## config.mk

```make
export PLATFORM = sky130hd
export DESIGN_NAME = bba_walker
export DESIGN_NICKNAME = d
export VERILOG_FILES = /design/src/hw/rtl/bba_pkg.sv /design/src/hw/rtl/bba_walker.sv
export SDC_FILE = /design/constraint.sdc
export NUM_CORES = 1
export LEC_CHECK = 0
export BUFFER_PORTS_ARGS = -buffer_cell sky130_fd_sc_hd__buf_4
export CORE_MARGIN = 2
export CORE_UTILIZATION = 35
export DETAILED_ROUTE_END_ITERATION = 8
export RECOVER_POWER = 100
export SYNTH_ARGS = -nofsm -noshare
export SYNTH_HDL_FRONTEND = slang
export SYNTH_SLANG_ARGS = --single-unit
```

## constraint.sdc

```tcl
create_clock -name clk_i -period 6.98 [get_ports clk_i]
set_input_delay 1.396 -clock clk_i [delete_from_list [all_inputs] [get_ports clk_i]]
set_output_delay 1.396 -clock clk_i [all_outputs]
set_load 0.005 [all_outputs]
```

## src/hw/rtl/bba_pkg.sv

```systemverilog
package bba_pkg;

  // Pool geometry (fixed by the field widths)
  localparam int unsigned POOL_BYTES      = 1048576;
  localparam int unsigned MIN_BLOCK_BYTES = 32;
  localparam int unsigned TREE_NODE_COUNT = 65535;

  localparam int unsigned SIZE_W = 21;
  localparam int unsigned OFF_W  = 20;
  // span and base hold values up to POOL_BYTES itself
  localparam int unsigned SPAN_W = $clog2(POOL_BYTES) + 1;
  // rounded request reaches at most POOL_BYTES; one spare bit is kept
  localparam int unsigned WANT_W = SPAN_W + 1;

  localparam logic OP_ALLOC = 1'b0;
  localparam logic OP_FREE  = 1'b1;

  localparam logic STATUS_DONE = 1'b0;
  localparam logic STATUS_FAIL = 1'b1;

  typedef enum logic [1:0] {
    NODE_FREE  = 2'd0,
    NODE_USED  = 2'd1,
    NODE_SPLIT = 2'd2
  } node_state_e;

  typedef struct packed {
    logic              operation;
    logic [SIZE_W-1:0] request_size;
    logic [OFF_W-1:0]  release_offset;
  } req_t;

  typedef struct packed {
    logic             status;
    logic [OFF_W-1:0] block_offset;
  } rsp_t;

endpackage

```

## src/hw/rtl/bba_walker.sv

```systemverilog
module bba_walker #(
  parameter int unsigned NODE_COUNT = bba_pkg::TREE_NODE_COUNT,
  parameter int unsigned IDX_W      = $clog2(NODE_COUNT + 1)
) (
  input  logic                 clk_i,
  input  logic                 rst_ni,
  input  logic                 start_i,
  input  bba_pkg::req_t        req_i,
  output logic                 ready_o,
  input  logic                 clearing_i,
  output logic                 rd_en_o,
  output logic [IDX_W-1:0]     rd_addr_o,
  input  bba_pkg::node_state_e rd_data_i,
  output logic                 wr_en_o,
  output logic [IDX_W-1:0]     wr_addr_o,
  output bba_pkg::node_state_e wr_data_o,
  output logic                 res_valid_o,
  input  logic                 res_ready_i,
  output bba_pkg::rsp_t        res_o
);
  import bba_pkg::*;

  localparam int unsigned IW1 = IDX_W + 1;

  typedef enum logic [3:0] {
    W_IDLE, W_ROUND, A_RD, A_EV, A_BACK, F_RD, F_EV, U_STEP, U_EV, W_DONE
  } state_e;

  state_e            state_q, state_d;
  logic [IW1-1:0]    idx_q, idx_d;
  logic [SPAN_W-1:0] span_q, span_d, base_q, base_d, target_q, target_d;
  logic [WANT_W-1:0] want_q, want_d;
  logic [SIZE_W-1:0] size_q, size_d;
  logic              status_q, status_d;
  logic [OFF_W-1:0]  offset_q, offset_d;
  logic              cfree_q, cfree_d;

  logic [IW1-1:0]    parent, rchild, sibling;
  logic [SPAN_W-1:0] half;
  logic              in_tree;

  always_comb begin
    parent  = (idx_q - 1'b1) >> 1;
    rchild  = (parent << 1) + IW1'(2);
    sibling = idx_q[0] ? idx_q + 1'b1 : idx_q - 1'b1;
    half    = span_q >> 1;
    in_tree = idx_q < IW1'(NODE_COUNT);
  end

  always_comb begin
    state_d  = state_q;
    idx_d    = idx_q;
    span_d   = span_q;
    base_d   = base_q;
    target_d = target_q;
    want_d   = want_q;
    size_d   = size_q;
    status_d = status_q;
    offset_d = offset_q;
    cfree_d  = cfree_q;
    rd_en_o   = 1'b0;
    rd_addr_o = idx_q[IDX_W-1:0];
    wr_en_o   = 1'b0;
    wr_addr_o = idx_q[IDX_W-1:0];
    wr_data_o = NODE_FREE;

    case (state_q)
      W_IDLE: begin
        if (start_i) begin
          status_d = STATUS_DONE;
          offset_d = '0;
          idx_d    = '0;
          span_d   = SPAN_W'(POOL_BYTES);
          base_d   = '0;
          size_d   = req_i.request_size;
          target_d = SPAN_W'(req_i.release_offset);
          want_d   = WANT_W'(MIN_BLOCK_BYTES);
          if (req_i.operation == OP_ALLOC) begin
            if (req_i.request_size == '0 ||
                SPAN_W'(req_i.request_size) > SPAN_W'(POOL_BYTES)) begin
              status_d = STATUS_FAIL;
              state_d  = W_DONE;
            end else begin
              state_d = W_ROUND;
            end
          end else if (SPAN_W'(req_i.release_offset) >= SPAN_W'(POOL_BYTES)) begin
            state_d = W_DONE;
          end else begin
            state_d = F_RD;
          end
        end
      end
      W_ROUND: begin
        if (want_q < WANT_W'(size_q)) begin
          want_d = want_q << 1;
        end else begin
          state_d = A_RD;
        end
      end
      A_RD: begin
        if (!in_tree || WANT_W'(span_q) < want_q) begin
          state_d = A_BACK;
        end else begin
          rd_en_o = 1'b1;
          state_d = A_EV;
        end
      end
      A_EV: begin
        case (rd_data_i)
          NODE_USED: state_d = A_BACK;
          NODE_FREE: begin
            if (WANT_W'(span_q) == want_q) begin
              wr_en_o   = 1'b1;
              wr_data_o = NODE_USED;
              offset_d  = base_q[OFF_W-1:0];
              state_d   = W_DONE;
            end else if (span_q <= SPAN_W'(MIN_BLOCK_BYTES)) begin
              state_d = A_BACK;
            end else begin
              wr_en_o   = 1'b1;
              wr_data_o = NODE_SPLIT;
              idx_d     = (idx_q << 1) + 1'b1;
              span_d    = half;
              state_d   = A_RD;
            end
          end
          default: begin
            idx_d   = (idx_q << 1) + 1'b1;
            span_d  = half;
            state_d = A_RD;
          end
        endcase
      end
      A_BACK: begin
        // climb past exhausted right children, then try the next sibling
        if (idx_q == '0) begin
          status_d = STATUS_FAIL;
          state_d  = W_DONE;
        end else if (idx_q[0]) begin
          idx_d   = idx_q + 1'b1;
          base_d  = base_q + span_q;
          state_d = A_RD;
        end else begin
          idx_d  = parent;
          base_d = base_q - span_q;
          span_d = span_q << 1;
        end
      end
      F_RD: begin
        if (!in_tree) begin
          cfree_d = 1'b0;
          state_d = U_STEP;
        end else begin
          rd_en_o = 1'b1;
          state_d = F_EV;
        end
      end
      F_EV: begin
        case (rd_data_i)
          NODE_FREE: begin
            cfree_d = 1'b1;
            state_d = U_STEP;
          end
          NODE_USED: begin
            if (base_q == target_q) begin
              wr_en_o   = 1'b1;
              wr_data_o = NODE_FREE;
              cfree_d   = 1'b1;
            end else begin
              cfree_d = 1'b0;
            end
            state_d = U_STEP;
          end
          default: begin
            span_d  = half;
            state_d = F_RD;
            if (target_q < base_q + half) begin
              idx_d = (idx_q << 1) + 1'b1;
            end else begin
              idx_d  = (idx_q << 1) + IW1'(2);
              base_d = base_q + half;
            end
          end
        endcase
      end
      U_STEP: begin
        if (idx_q == '0) begin
          state_d = W_DONE;
        end else if (rchild >= IW1'(NODE_COUNT)) begin
          cfree_d = 1'b0;
          idx_d   = parent;
        end else begin
          rd_en_o   = 1'b1;
          rd_addr_o = sibling[IDX_W-1:0];
          state_d   = U_EV;
        end
      end
      U_EV: begin
        // the sibling is never written during this walk, so its read is current
        if (cfree_q && rd_data_i == NODE_FREE) begin
          wr_en_o   = 1'b1;
          wr_addr_o = parent[IDX_W-1:0];
          wr_data_o = NODE_FREE;
          cfree_d   = 1'b1;
        end else begin
          cfree_d = 1'b0;
        end
        idx_d   = parent;
        state_d = U_STEP;
      end
      W_DONE: begin
        if (res_ready_i) begin
          state_d = W_IDLE;
        end
      end
      default: state_d = W_IDLE;
    endcase
  end

  always_ff @(posedge clk_i or negedge rst_ni) begin
    if (!rst_ni) begin
      state_q <= W_IDLE;
    end else begin
      state_q <= state_d;
    end
  end

  always_ff @(posedge clk_i) begin
    idx_q    <= idx_d;
    span_q   <= span_d;
    base_q   <= base_d;
    target_q <= target_d;
    want_q   <= want_d;
    size_q   <= size_d;
    status_q <= status_d;
    offset_q <= offset_d;
    cfree_q  <= cfree_d;
  end

  assign ready_o      = (state_q == W_IDLE) && !clearing_i;
  assign res_valid_o  = (state_q == W_DONE);
  assign res_o.status       = status_q;
  assign res_o.block_offset = offset_q;
endmodule

```

==> results.cfg <==
[sta]
finalSetupTns_ps = 0
tightest_slew_ps = 1510
setup_violations = 0
clock_skew_ps = 15.5
fin_crit_ps = 6120
final_hold_viol_count = 0
fmax_ghz = 0.163
fin_crit_sh_pct = 87.6
rsz0062_at_grt = false
slew_headroom_pct = -0.667
maxSlewViolCount = 21

[cts]
clkSinkCount = 143
worstSkewPairLatency_ps = 430
root_buffer = clkbuf_16
clk_pin_slew_ps = 70
post_cts_resized = 0
cts_setup_buffers = 0
cts.hold.buffers_added = 0
cts_buffers = 17
cts.htree.levels = 4
cts_tree = done
cts_buffer_depth = 2

[route]
detail_route.wl_per_cell_um = 19.5
ant_nets = 0
drc_errors = 0
via_per_inst = 5.67
routed_wl_um = 34600
first_iter_violations = 894
vias = 10082
drtPass1Iterations = 6

[setup_path]
worstPathCellList = ha_1 > a2111oi_0 > a22oi_1 > a21oi_1 > o22ai_1 > a31o_2 > o21ai_0 > o21ai_0 > ha_1 > nand3_1 > nor2_1 > o221ai_1 > a31oi_1 > o21ai_0 > mux2i_1 > clkbuf_1 > mux2i_1 > o21ai_0
crit_family = compound AO/OA/AOI/OAI gates
worst_path_most_repeated_cell = o21ai_0
crit_buf_inv = 1
crit_required_ps = 7140
start_kind = register
cp.arrival_ps = 6280
worstSetupPathType = register to register
cp_max_fo = 15
end_kind = register
slowest_stage = clkbuf_1
critPathMaxStageDelay_ps = 710

[final_layout]
area_growth_pct = 15.3
fill_cells = 3307
multi_input_area_mm2 = 0.00668
layout_common_cells = edfxtp_1 (139), a21oi_1 (101), nor2_1 (97)
drive_gt1_share_pct = 11.4
register_area_mm2 = 0.00427
nNetsFinal = 1471
layout_commonest_cell = edfxtp_1
diodes = 0

[floorplan]
die_w_um = 185
die_h_um = 185
num_rows = 66
coreArea_mm2 = 0.0324
die_area_mm2 = 0.0341
io_pins = 108
start_util_pct = 35.3

[logic_synthesis]
postSynthAreaPerCell_um2 = 9.19
synth-seq-cells = 143
synthesis.nets = 1390
async_flop_share_pct = 2.80
ys_warn_count = 0
synthFlopType = edfxtp_1
synth_edf_count = 139
syn_area_mm2 = 0.0114
synth_cells = 1243
ys_types = 72
synth-seq-area-share_pct = 37.4

[outcome]
status = finished, violations left
violations = capacitance limit, slew limit

[global_routing]
grt_pass1_wl_um = 53800
grt_max_degree = 62
grt.total_usage_pct = 20.5
grt_pass1_vias = 9547
grt_overflow = 0
antenna_found_initial = 0

[placed_design]
portBuffers = 107
dpl.hpwl_um = 25100
place.gp.congestion = 0.889

[run]
maxCapViolCount = 1

[hold_path]
hold_path_class = register to register
## synth_stat cells (17+ instances only)
library cell  instances  area share, %
nand2b_1             17           0.93
nor3_1               27            1.2
xor2_1               42            3.2
xnor2_1              64            4.9
o21ai_0              90            3.9
inv_1                61            2.0
nand2_1              84            2.8
clkbuf_1             46            1.5
nand3_1              40            1.8
a21oi_1             101            4.4
a21o_1               28            1.8
and3_1               17           0.93
o22ai_1              25            1.4
and2_1               23            1.3
nor2b_1              17           0.93
nor2_1               97            3.2
ha_1                 96             11
edfxtp_1            139             37
## sequential cells by signal, indices dropped and copies added, names as in the netlist, 4 cells and up
signal and count:
base_q 21, size_q 21, span_q 21, offset_q 20, target_q 20, idx_q 17, want_q 17, state_q 4
## worst register-to-register path: cells and delay by family (launching register included)
| kind | cells | cell delay (ps) |
|---|---|---|
| DFF | 1 | 540 |
| AOI/OAI and AO/OA | 11 | 2570 |
| muxes | 2 | 970 |
| and+or+nand+nor | 2 | 270 |
| adders and majority gates | 2 | 790 |
| buffers and inverters | 1 | 720 |
## per-stage QoR
stage               util [%]  worst slack [ps]  hold slack, ps  instance area [um^2]  std cells
global placement        39.2              1630             598                 12700       1747
CTS                     41.0              1070             622                 13300       1779
floorplan                  -              1200             569                 11400       1243
global route            40.7               499             651                 13200       1779
detailed placement      39.2              1510             606                 12700       1747
finish                  40.7               864             620                 13200       1779
## path summary, 6_finish.rpt
path                                          start                        to  slack [ps]  cells past startpoint
setup reg to reg                span_q[9]$_DFFE_PP_        idx_q[4]$_DFFE_PP_         860                     18
max in group asynchronous                    rst_ni    state_q[1]$_DFFE_PN0P_        5970                      1
hold reg to reg            want_q[20]$_SDFFCE_PN0P_  want_q[21]$_SDFFCE_PN0P_         620                      2
setup / recovery                span_q[9]$_DFFE_PP_        idx_q[4]$_DFFE_PP_         860                     18
min in group asynchronous                    rst_ni    state_q[0]$_DFFE_PN0P_         800                      1
hold / removal             want_q[20]$_SDFFCE_PN0P_  want_q[21]$_SDFFCE_PN0P_         620                      2
## layer usage
| layer | share of wire, % | GRT usage (%) | vias up |
|---|---|---|---|
| li1 | - | - | 4802 |
| met1 | 44 | 27.2 | 4845 |
| met2 | 47 | 33.1 | 384 |
| met3 | 6.7 | 3.71 | 51 |
| met4 | 2.5 | 7.59 | 0 |
| met5 | 0 | 0 | - |
## kinds of logic (layout without fill, tap and decap cells)
family | Yosys count | count (layout) | synth area share (%)
AOI/OAI and AO/OA | 354 | 354 | 19.5
xor gates and xnor gates | 107 | 107 | 8.27
and+or+nand+nor | 399 | 399 | 17.9
buffers and inverters | 123 | 217 | 4.27
DFF | 143 | 143 | 37.4
muxes | 19 | 19 | 1.74
adders and majority gates | 98 | 98 | 10.9
## cell type report
| class | instances | share of cell area, % |
|---|---|---|
| clock buffers | 17 | 3.23 |
| clock inverters | 15 | 1.27 |
| inverters | 61 | 1.74 |
| multi-input cells | 977 | 50.7 |
| flip-flops and latches | 143 | 32.4 |
| well taps | 442 | 4.20 |
| repair buffers | 124 | 6.39 |
Power is left out: the tool's default activity adds up to more than one toggle a clock period on the data nets, which glitch-free logic cannot reach.
